`src/rtl/cpts_pkg.sv`:
```
`default_nettype none
// ============================================================================
// cpts_pkg
// Shared types, widths and command codes of the time-slice task scheduler.
// ============================================================================
package cpts_pkg;

    localparam int unsigned NUM_SLOTS_DEF = 64;
    localparam int unsigned CNT_W         = 9;
    localparam int unsigned PRIO_W        = 8;
    localparam int unsigned CMD_W         = 2;
    localparam int unsigned OUT_IDX_W     = 6;
    localparam int unsigned S_TDATA_W     = 16;
    localparam int unsigned S_TUSER_W     = 2;
    localparam int unsigned M_TDATA_W     = 16;

    localparam logic [PRIO_W-1:0] FIRST_PRIO_RESET = 8'd1;

    localparam logic [CMD_W-1:0] CMD_TICK   = 2'd0;
    localparam logic [CMD_W-1:0] CMD_YIELD  = 2'd1;
    localparam logic [CMD_W-1:0] CMD_EXIT   = 2'd2;
    localparam logic [CMD_W-1:0] CMD_CREATE = 2'd3;

    // one command item
    typedef struct packed {
        logic [CMD_W-1:0]  command;
        logic              preempt_blocked;
        logic [PRIO_W-1:0] new_priority;
    } cmd_t;

    // one result item
    typedef struct packed {
        logic [OUT_IDX_W-1:0] current_task;
        logic                 switched;
        logic [OUT_IDX_W-1:0] created_slot;
        logic                 create_failed;
    } res_t;

    // one slot entry of the slot memory
    typedef struct packed {
        logic [PRIO_W-1:0] prio;
        logic [CNT_W-1:0]  cnt;
        logic              run;
    } slot_word_t;

    localparam int unsigned SLOT_WORD_W = PRIO_W + CNT_W + 1;

endpackage
`default_nettype wire

```
`src/rtl/cpts_ram.sv`:
```
`default_nettype none
// ============================================================================
// cpts_ram
// Generic simple dual-port RAM: one write port, one read port, registered read.
// ============================================================================
module cpts_ram #(
    parameter int unsigned WIDTH = 8,
    parameter int unsigned DEPTH = 64
) (
    input  wire logic                     clk,
    input  wire logic                     we,
    input  wire logic [$clog2(DEPTH)-1:0] waddr,
    input  wire logic [WIDTH-1:0]         wdata,
    input  wire logic [$clog2(DEPTH)-1:0] raddr,
    output logic      [WIDTH-1:0]         rdata
);

    logic [WIDTH-1:0] mem [DEPTH];

    always_ff @(posedge clk)
    begin
        if (we)
        begin
            mem[waddr] <= wdata;
        end
        rdata <= mem[raddr];
    end

endmodule
`default_nettype wire

```
`src/rtl/cpts_engine.sv`:
```
`default_nettype none
// ============================================================================
// cpts_engine
// Command sequencer: fill count, slot memory and the scan / recharge passes.
// ============================================================================
module cpts_engine #(
    parameter int unsigned NUM_SLOTS = cpts_pkg::NUM_SLOTS_DEF
) (
    input  wire logic                          clk,
    input  wire logic                          rst_n,
    input  wire logic [cpts_pkg::PRIO_W-1:0]   first_prio,
    input  wire logic                          in_valid,
    output logic                               in_ready,
    input  wire cpts_pkg::cmd_t                in_cmd,
    output logic                               res_valid,
    input  wire logic                          res_ready,
    output cpts_pkg::res_t                     res
);

    localparam int unsigned IDX_W = $clog2(NUM_SLOTS);
    localparam int unsigned PTR_W = IDX_W + 1;
    localparam int unsigned CNT_W = cpts_pkg::CNT_W;
    localparam int unsigned OUT_W = cpts_pkg::OUT_IDX_W;
    localparam logic [PTR_W-1:0] PTR_END = PTR_W'(NUM_SLOTS);

    localparam logic [2:0] ST_IDLE = 3'd0;
    localparam logic [2:0] ST_CUR  = 3'd1;
    localparam logic [2:0] ST_SCAN = 3'd2;
    localparam logic [2:0] ST_RECH = 3'd3;
    localparam logic [2:0] ST_FREE = 3'd4;
    localparam logic [2:0] ST_DONE = 3'd5;

    logic [2:0]           state_reg, state_next;
    cpts_pkg::cmd_t       cmd_reg, cmd_next;
    logic [IDX_W-1:0]     cur_reg, cur_next;
    logic [IDX_W-1:0]     before_reg, before_next;
    logic [PTR_W-1:0]     fill_reg, fill_next;
    logic                 s0_valid_reg, s0_valid_next;
    logic [PTR_W-1:0]     ptr_reg, ptr_next;
    logic                 pv_reg, pv_next;
    logic [IDX_W-1:0]     pidx_reg, pidx_next;
    logic                 found_reg, found_next;
    logic [CNT_W-1:0]     top_reg, top_next;
    logic [IDX_W-1:0]     best_reg, best_next;
    logic                 recharged_reg, recharged_next;
    logic [IDX_W-1:0]     created_reg, created_next;
    logic                 failed_reg, failed_next;

    logic                         mem_we;
    logic [IDX_W-1:0]             mem_waddr;
    cpts_pkg::slot_word_t         mem_wdata;
    logic [IDX_W-1:0]             mem_raddr;
    cpts_pkg::slot_word_t         rd_word;

    logic [CNT_W-1:0]             eff_cnt;
    logic                         eff_run;
    logic                         in_fill;
    logic [CNT_W-1:0]             tick_cnt;
    logic [CNT_W-1:0]             new_cnt;
    logic [cpts_pkg::PRIO_W-1:0]  prio_eff;
    logic [CNT_W-1:0]             recharge_cnt;
    logic                         issue;
    logic                         pass_end;

    cpts_ram #(
        .WIDTH (cpts_pkg::SLOT_WORD_W),
        .DEPTH (NUM_SLOTS)
    ) u_slot_mem (
        .clk   (clk),
        .we    (mem_we),
        .waddr (mem_waddr),
        .wdata (mem_wdata),
        .raddr (mem_raddr),
        .rdata (rd_word)
    );

    // slot 0 reads as running with a zero count until first written
    assign eff_cnt  = (pidx_reg == '0 && !s0_valid_reg) ? '0 : rd_word.cnt;
    assign eff_run  = (pidx_reg == '0 && !s0_valid_reg) ? 1'b1 : rd_word.run;
    // slots are never freed and creates take the lowest free one, so the
    // used slots are always 0 .. fill_reg - 1
    assign in_fill  = ({1'b0, pidx_reg} < fill_reg);
    assign tick_cnt = (eff_cnt == '0) ? '0 : eff_cnt - CNT_W'(1);
    assign new_cnt  = (cmd_reg.command == cpts_pkg::CMD_TICK) ? tick_cnt : '0;
    assign prio_eff = (pidx_reg == '0) ? first_prio : rd_word.prio;
    // half count plus priority stays below 511, no saturation needed
    assign recharge_cnt = {1'b0, eff_cnt[CNT_W-1:1]} + CNT_W'(prio_eff);
    assign issue    = (ptr_reg != PTR_END);
    assign pass_end = !issue && !pv_reg;

    assign in_ready            = (state_reg == ST_IDLE);
    assign res_valid           = (state_reg == ST_DONE);
    assign res.current_task    = OUT_W'(cur_reg);
    assign res.switched        = (cur_reg != before_reg);
    assign res.created_slot    = OUT_W'(created_reg);
    assign res.create_failed   = failed_reg;

    always_comb
    begin
        state_next     = state_reg;
        cmd_next       = cmd_reg;
        cur_next       = cur_reg;
        before_next    = before_reg;
        fill_next      = fill_reg;
        s0_valid_next  = s0_valid_reg;
        ptr_next       = ptr_reg;
        pv_next        = pv_reg;
        pidx_next      = pidx_reg;
        found_next     = found_reg;
        top_next       = top_reg;
        best_next      = best_reg;
        recharged_next = recharged_reg;
        created_next   = created_reg;
        failed_next    = failed_reg;
        mem_we         = 1'b0;
        mem_waddr      = pidx_reg;
        mem_wdata      = '0;
        mem_raddr      = ptr_reg[IDX_W-1:0];

        unique case (state_reg)
            ST_IDLE:
            begin
                mem_raddr = cur_reg;
                if (in_valid)
                begin
                    cmd_next     = in_cmd;
                    before_next  = cur_reg;
                    created_next = '0;
                    failed_next  = 1'b0;
                    if (in_cmd.command == cpts_pkg::CMD_CREATE)
                    begin
                        state_next = ST_FREE;
                    end
                    else
                    begin
                        pidx_next  = cur_reg;
                        state_next = ST_CUR;
                    end
                end
            end

            ST_CUR:
            begin
                mem_we        = 1'b1;
                mem_wdata.prio = rd_word.prio;
                mem_wdata.cnt  = new_cnt;
                mem_wdata.run  = (cmd_reg.command == cpts_pkg::CMD_EXIT) ? 1'b0 : eff_run;
                if (pidx_reg == '0)
                begin
                    s0_valid_next = 1'b1;
                end
                if (cmd_reg.command == cpts_pkg::CMD_TICK &&
                    (new_cnt != '0 || cmd_reg.preempt_blocked))
                begin
                    state_next = ST_DONE;
                end
                else
                begin
                    ptr_next       = '0;
                    pv_next        = 1'b0;
                    found_next     = 1'b0;
                    top_next       = '0;
                    best_next      = '0;
                    recharged_next = 1'b0;
                    state_next     = ST_SCAN;
                end
            end

            ST_SCAN:
            begin
                pv_next = issue;
                if (issue)
                begin
                    ptr_next  = ptr_reg + PTR_W'(1);
                    pidx_next = ptr_reg[IDX_W-1:0];
                end
                if (pv_reg && in_fill && eff_run &&
                    (!found_reg || eff_cnt > top_reg))
                begin
                    found_next = 1'b1;
                    top_next   = eff_cnt;
                    best_next  = pidx_reg;
                end
                if (pass_end)
                begin
                    if (found_reg && top_reg == '0 && !recharged_reg)
                    begin
                        ptr_next   = '0;
                        state_next = ST_RECH;
                    end
                    else
                    begin
                        cur_next   = found_reg ? best_reg : '0;
                        state_next = ST_DONE;
                    end
                end
            end

            ST_RECH:
            begin
                pv_next = issue;
                if (issue)
                begin
                    ptr_next  = ptr_reg + PTR_W'(1);
                    pidx_next = ptr_reg[IDX_W-1:0];
                end
                if (pv_reg && in_fill)
                begin
                    mem_we         = 1'b1;
                    mem_wdata.prio = rd_word.prio;
                    mem_wdata.cnt  = recharge_cnt;
                    mem_wdata.run  = eff_run;
                    if (pidx_reg == '0)
                    begin
                        s0_valid_next = 1'b1;
                    end
                end
                if (pass_end)
                begin
                    ptr_next       = '0;
                    found_next     = 1'b0;
                    top_next       = '0;
                    best_next      = '0;
                    recharged_next = 1'b1;
                    state_next     = ST_SCAN;
                end
            end

            ST_FREE:
            begin
                if (fill_reg == PTR_END)
                begin
                    failed_next = 1'b1;
                end
                else
                begin
                    mem_we         = 1'b1;
                    mem_waddr      = fill_reg[IDX_W-1:0];
                    mem_wdata.prio = cmd_reg.new_priority;
                    mem_wdata.cnt  = CNT_W'(cmd_reg.new_priority);
                    mem_wdata.run  = 1'b1;
                    fill_next      = fill_reg + PTR_W'(1);
                    created_next   = fill_reg[IDX_W-1:0];
                end
                state_next = ST_DONE;
            end

            ST_DONE:
            begin
                if (res_ready)
                begin
                    state_next = ST_IDLE;
                end
            end

            default:
            begin
                state_next = ST_IDLE;
            end
        endcase
    end

    always_ff @(posedge clk or negedge rst_n)
    begin
        if (!rst_n)
        begin
            state_reg     <= ST_IDLE;
            cur_reg       <= '0;
            fill_reg      <= PTR_W'(1);
            s0_valid_reg  <= 1'b0;
            pv_reg        <= 1'b0;
        end
        else
        begin
            state_reg     <= state_next;
            cur_reg       <= cur_next;
            fill_reg      <= fill_next;
            s0_valid_reg  <= s0_valid_next;
            pv_reg        <= pv_next;
        end
    end

    always_ff @(posedge clk)
    begin
        cmd_reg       <= cmd_next;
        before_reg    <= before_next;
        ptr_reg       <= ptr_next;
        pidx_reg      <= pidx_next;
        found_reg     <= found_next;
        top_reg       <= top_next;
        best_reg      <= best_next;
        recharged_reg <= recharged_next;
        created_reg   <= created_next;
        failed_reg    <= failed_next;
    end

`ifndef SYNTHESIS
    a_fill_range: assert property (@(posedge clk) disable iff (!rst_n)
        fill_reg != '0 && fill_reg <= PTR_END)
        else $error("slot fill count out of range");

    a_cur_used: assert property (@(posedge clk) disable iff (!rst_n)
        {1'b0, cur_reg} < fill_reg)
        else $error("current task points at a free slot");

    a_fail_full: assert property (@(posedge clk) disable iff (!rst_n)
        (state_reg == ST_DONE && failed_reg) |-> (fill_reg == PTR_END))
        else $error("create failed while a slot was free");

    a_create_no_switch: assert property (@(posedge clk) disable iff (!rst_n)
        (state_reg == ST_DONE && cur_reg != before_reg) |->
        (cmd_reg.command != cpts_pkg::CMD_CREATE))
        else $error("create changed the current task");
`endif

endmodule
`default_nettype wire

```
`src/rtl/counter_priority_task_scheduler_top.sv`:
```
`default_nettype none
// ============================================================================
// counter_priority_task_scheduler_top
// Time-slice task scheduler with per-slot counters and priorities.
// ============================================================================
//
// channel   direction  handshake          payload
// --------  ---------  -----------------  ------------------------------------
// s_*       in         s_tvalid/s_tready  tuser: command; tdata: preempt,
//                                          new_priority
// m_*       out        m_tvalid/m_tready  tdata: current_task, switched,
//                                          created_slot, create_failed
// cfg_*     in         cfg_wen            cfg_wdata: first_task_priority
//
// A tick that keeps the current task needs no scan, nor does a create (the
// fill count names the free slot at once); a reschedule scans every slot,
// and when all counters are spent a recharge pass and a second scan follow.
// The single read port of the slot memory, one entry a cycle, sets the scans.
// Reset: slot 0 is used, running and current; all counters read as zero.
// A held result in the output register does not stall the next item; the
// engine waits only if it finishes while that register is full and stalled.
//
module counter_priority_task_scheduler_top #(
    parameter int unsigned NUM_SLOTS = cpts_pkg::NUM_SLOTS_DEF
) (
    input  wire logic                             clk,
    input  wire logic                             rst_n,
    // configuration: first_task_priority
    input  wire logic                             cfg_wen,
    input  wire logic [cpts_pkg::PRIO_W-1:0]      cfg_wdata,
    // command items
    input  wire logic                             s_tvalid,
    output logic                                  s_tready,
    // [0] preempt_blocked, [8:1] new_priority, [15:9] zero
    input  wire logic [cpts_pkg::S_TDATA_W-1:0]   s_tdata,
    // [1:0] command
    input  wire logic [cpts_pkg::S_TUSER_W-1:0]   s_tuser,
    // result items
    output logic                                  m_tvalid,
    input  wire logic                             m_tready,
    // [5:0] current_task, [6] switched, [12:7] created_slot,
    // [13] create_failed, [15:14] zero
    output logic [cpts_pkg::M_TDATA_W-1:0]        m_tdata
);

    localparam int unsigned PRIO_W = cpts_pkg::PRIO_W;
    localparam int unsigned M_W    = cpts_pkg::M_TDATA_W;

    logic [PRIO_W-1:0]   first_prio_reg;
    cpts_pkg::cmd_t      in_cmd;
    logic                res_valid;
    logic                res_ready;
    cpts_pkg::res_t      res;
    logic                m_valid_reg, m_valid_next;
    logic [M_W-1:0]      m_data_reg, m_data_next;

    // user writes slot 0 priority only while the block is idle; not enforced
    always_ff @(posedge clk or negedge rst_n)
    begin
        if (!rst_n)
        begin
            first_prio_reg <= cpts_pkg::FIRST_PRIO_RESET;
        end
        else if (cfg_wen)
        begin
            first_prio_reg <= cfg_wdata;
        end
    end

    // unpack the incoming item
    assign in_cmd.command         = s_tuser[cpts_pkg::CMD_W-1:0];
    assign in_cmd.preempt_blocked = s_tdata[0];
    assign in_cmd.new_priority    = s_tdata[PRIO_W:1];

    cpts_engine #(
        .NUM_SLOTS (NUM_SLOTS)
    ) u_engine (
        .clk        (clk),
        .rst_n      (rst_n),
        .first_prio (first_prio_reg),
        .in_valid   (s_tvalid),
        .in_ready   (s_tready),
        .in_cmd     (in_cmd),
        .res_valid  (res_valid),
        .res_ready  (res_ready),
        .res        (res)
    );

    // output register: take a new result when empty or being drained
    assign res_ready = !m_valid_reg || m_tready;

    always_comb
    begin
        m_valid_next = m_valid_reg;
        m_data_next  = m_data_reg;
        priority if (res_valid && res_ready)
        begin
            m_valid_next = 1'b1;
            m_data_next  = M_W'({res.create_failed, res.created_slot,
                                 res.switched, res.current_task});
        end
        else if (m_tready)
        begin
            m_valid_next = 1'b0;
        end
    end

    always_ff @(posedge clk or negedge rst_n)
    begin
        if (!rst_n)
        begin
            m_valid_reg <= 1'b0;
        end
        else
        begin
            m_valid_reg <= m_valid_next;
        end
    end

    always_ff @(posedge clk)
    begin
        m_data_reg <= m_data_next;
    end

    assign m_tvalid = m_valid_reg;
    assign m_tdata  = m_data_reg;

endmodule
`default_nettype wire

```
`config.mk`:
```
export PLATFORM = sky130hd
export DESIGN_NAME = counter_priority_task_scheduler_top
export DESIGN_NICKNAME = d
export VERILOG_FILES = /design/src/rtl/cpts_pkg.sv /design/src/rtl/cpts_ram.sv /design/src/rtl/cpts_engine.sv /design/src/rtl/counter_priority_task_scheduler_top.sv
export SDC_FILE = /design/constraint.sdc
export NUM_CORES = 2
export LEC_CHECK = 0
export BUFFER_PORTS_ARGS = -buffer_cell sky130_fd_sc_hd__buf_2
export CAP_MARGIN = 30
export CORE_ASPECT_RATIO = 0.8
export CORE_MARGIN = 3
export CORE_UTILIZATION = 35
export CTS_CLUSTER_DIAMETER = 200
export DETAILED_ROUTE_END_ITERATION = 10
export PLACE_DENSITY = 0.48
export RECOVER_POWER = 100
export SYNTH_ARGS = -nofsm -noshare
export SYNTH_HDL_FRONTEND = slang
export SYNTH_SLANG_ARGS = --single-unit
```
`constraint.sdc`:
```
create_clock -name clk -period 7.6 [get_ports clk]
set_clock_uncertainty 0.05 [all_clocks]
set_input_delay 0 -clock clk [delete_from_list [all_inputs] [get_ports clk]]
set_output_delay 0 -clock clk [all_outputs]
set_load 0.03 [all_outputs]
```
==> reports/results.txt <==
Worst Setup SP - u_engine.state_reg[0]$_DFFE_PN0P_
Pre-antenna DRT Iters - 5
Min-Delay Path Class - input port to register
Area share of the largest cell type after synthesis - 71.6%
Post-Syn Instances - 4000
Max FFs per register - 1152
Switching Share - 38.6%
Pint - 14.1 mW
Power density over cell area - 394 nW/um^2
Clk pwr share - 26.9%
Nets - 4171
Final cycle utilization of the critical path - 79.5%
Arrival @ worst endpoint - 6.70 ns
Ranking of synthesized cells by area - edfxtp_1, nand2_1, nand3_1, dfrtp_1, a211oi_1
Placed Cells - 5819
WP buf/inv - 3
Peak VDD IR - 0.307 mV
Top FF cell, synth - edfxtp_1
Starting Density - 35.5%
Failing checks - capacitance limit, slew limit
# IOs - 49
Core ar. - 144000 um^2
Switching power - 8.84 mW
Cell chain of the critical path - nor3_4, clkbuf_1, mux2i_1, buf_4, buf_4, nand2_1, nand3_1, nand3_1, nand4_1, or4_1
Post-synth EDFFs - 1220
Antenna Violating Nets Remaining - 0
Setup WS pre-CTS - 2.59 ns
Area leader, netlist - edfxtp_1
First-pass GRT wire length - 221 mm
Delay-heaviest family, CP - buffers and inverters
GP Congestion - 0.815
Largest stage delay, worst path - 1.91 ns
Reg-to-reg slack, setup - 1.56 ns
Residual DRC - 0
Non-Filler Instances - 6109
Critical Path Start Type - register
Root Buffer Master - clkbuf_16
Routed vias - 32725
Fmax achieved - 165 MHz
Synth async-reset ratio - 2.13%
Endpoints failing hold - 0
Htree depth - 4
Tightest Pin Transition - 3.66 ns
Remaining Overflow, GRT - 0
CTS max path bufs - 3
DR vias/cell - 5.36
Reg2Reg Launch Point - u_engine.state_reg[0]$_DFFE_PN0P_
Largest net degree at the start of global routing - 120
Tmin final - 6.04 ns
DRT Wirelength - 154 mm
R2R Path End - u_engine.u_slot_mem.rdata[10]$_DFF_P_
Vias in the first global route - 30102
Die X - 434 um
Initial DRC count - 3713
Gate power share - 33.8%
Top reg by flops - u_engine.u_slot_mem.mem
CP endpoint kind - register
WL/cell - 25.1 um
Relative slew slack - -144%
Clk Latency, worst-skew pair - 0.76 ns
CP max FO - 68
Flop pwr share - 39.3%
Total track usage - 20.1%
FF+latch count, synth - 1265
Final TNS setup - 0 ns
Post-CTS setup repair buffer count - 0
Total CTS buffers - 131
Detail Placement HPWL - 87.3 mm
TritonCTS Sinks - 1265
Leakage - 19.9 nW
Fill cells - 13537
Share of layout cells above drive strength 1 - 7.78%
Worst path required time - 8.26 ns
CTS tree - done
Clk slew on worst S/H paths - 0.06 ns
Initial antenna violation count - 11
Die height - 348 um
Status - complete, but fails checks
Sequential fraction of the synthesis area - 73.6%
Min Hold Slack - 0.0566 ns
RSZ-0062 raised after global routing - false
Distinct cell type count after synthesis - 71
Synth warnings - 0
Synthesized area - 51200 um^2
Pins Over Slew Limit - 687
Most frequent cell after synthesis - edfxtp_1
Post-synth top cells - edfxtp_1, nand2_1, nand3_1, nor2_1, clkbuf_1
Slowest CP cell - mux2i_1
Reg2reg path depth - 10
Final setup vio count - 0
I/O Buffers - 39
Crit path depth - 10
Setup ws final - 1.56 ns
Setup CP Type - register to register
Row count - 124
Die ar. - 151000 um^2
Layout area overhead - 13.7%
Critical Path Sink - u_engine.u_slot_mem.rdata[10]$_DFF_P_
Max-cap viol count - 15
Mapped Avg Cell Area - 12.8 um^2
[layout by cell type (no fill, tap or decap), types with 8 or more instances in the layout]
cell and n:
buf_4 44, edfxtp_1 1220, nor2_2 25, nand4_1 44, a311oi_1 37, clkbuf_1 138
nand2_1 1116, inv_1 30, o21ai_0 30, mux2_2 9, clkinv_2 16, clkinv_1 23
nor3_1 15, nor2b_1 9, a211oi_1 77, and3_1 81, a32oi_1 37, dfxtp_1 18
xor2_1 9, xnor2_1 21, nor2_1 113, buf_2 20, nand2b_1 8, a31oi_1 78
dlygate4sd3_1 51, a21oi_1 93, or4_1 20, o22ai_1 22, ha_1 25, nand3_1 471
dfrtp_1 25, clkbuf_16 137
[layer usage]
metal | vias to the layer above | routed length (um) | global-route usage [%]
li1 | 14961 | - | -
met1 | 16565 | 77100 | 32.7
met2 | 1044 | 64000 | 27.9
met3 | 155 | 9990 | 2.58
met4 | 0 | 2550 | 4.80
met5 | - | 0 | 0
[power by group through the flow]
stage                     Clock, mW  Sequential, mW  Combinational, mW
after floorplan                   0            8.90               4.85
after global placement            0            9.10               7.79
after detailed placement          0            9.11               7.83
after CTS                      6.31            8.96               7.88
after global routing           6.57            9.02               8.47
final                          6.16            9.00               7.76
[what timing repair did]
| item | in CTS | in global routing |
|---|---|---|
| gates resized for setup | 0 | 0 |
| hold buffers | 52 | 0 |
| endpoints found under the hold margin | 76 | 0 |
[per-stage QoR]
step | area (um^2) | utilization, % | power (mW)
finish | 58200 | 40.4 | 22.9
global route | 58200 | 40.4 | 24.1
CTS | 58900 | 40.8 | 23.1
detailed placement | 54300 | 37.7 | 16.9
global placement | 53900 | 37.4 | 16.9
floorplan | 51200 | - | 13.8
[cells by family after synthesis]
| family | after synthesis | synth area share [%] |
|---|---|---|
| and+or+nand+nor | 1954 | 16.7 |
| DFF | 1265 | 73.6 |
| AOI/OAI and AO/OA | 427 | 5.68 |
| buffers and inverters | 277 | 2.43 |
| xor gates and xnor gates | 30 | 0.513 |
| adders and majority gates | 26 | 0.650 |
| muxes | 20 | 0.433 |
| other | 1 | 0.00733 |
[how the worst min path moves through the flow]
stage | startpoint | end | slack (ns) | depth (start not counted)
after floorplan | rst_n | first_prio_reg[1]$_DFFE_PN0P_ | -0.35 | 0
after global placement | rst_n | u_engine.state_reg[2]$_DFFE_PN0P_ | 0.02 | 1
after detailed placement | rst_n | u_engine.state_reg[0]$_DFFE_PN0P_ | 0.02 | 1
after CTS | m_tready | m_tvalid$_DFFE_PN0P_ | 0.005 | 4
after global routing | m_tready | m_tvalid$_DFFE_PN0P_ | 0.07 | 4
final | m_tready | m_tvalid$_DFFE_PN0P_ | 0.06 | 4
[worst min-delay path, stage by stage]
cell and delay (ns):
dlygate4sd3_1 0.52, buf_2 0.09, nor2b_1 0.07, nand2b_1 0.14
[layout make-up]
class                      count  area [um^2]  share of cell area (%)
antenna                        3         7.51                  0.0129
timing repair buffer         227         1480                    2.55
sequential                  1265        37700                    64.7
inverter                      30          113                   0.193
clock inverter                53          397                   0.682
clock buffer                 182         3650                    6.27
multi-input combinational   2459        12500                    21.5
tap                         1890         2360                    4.06
Power figures use the tool's default switching activity.
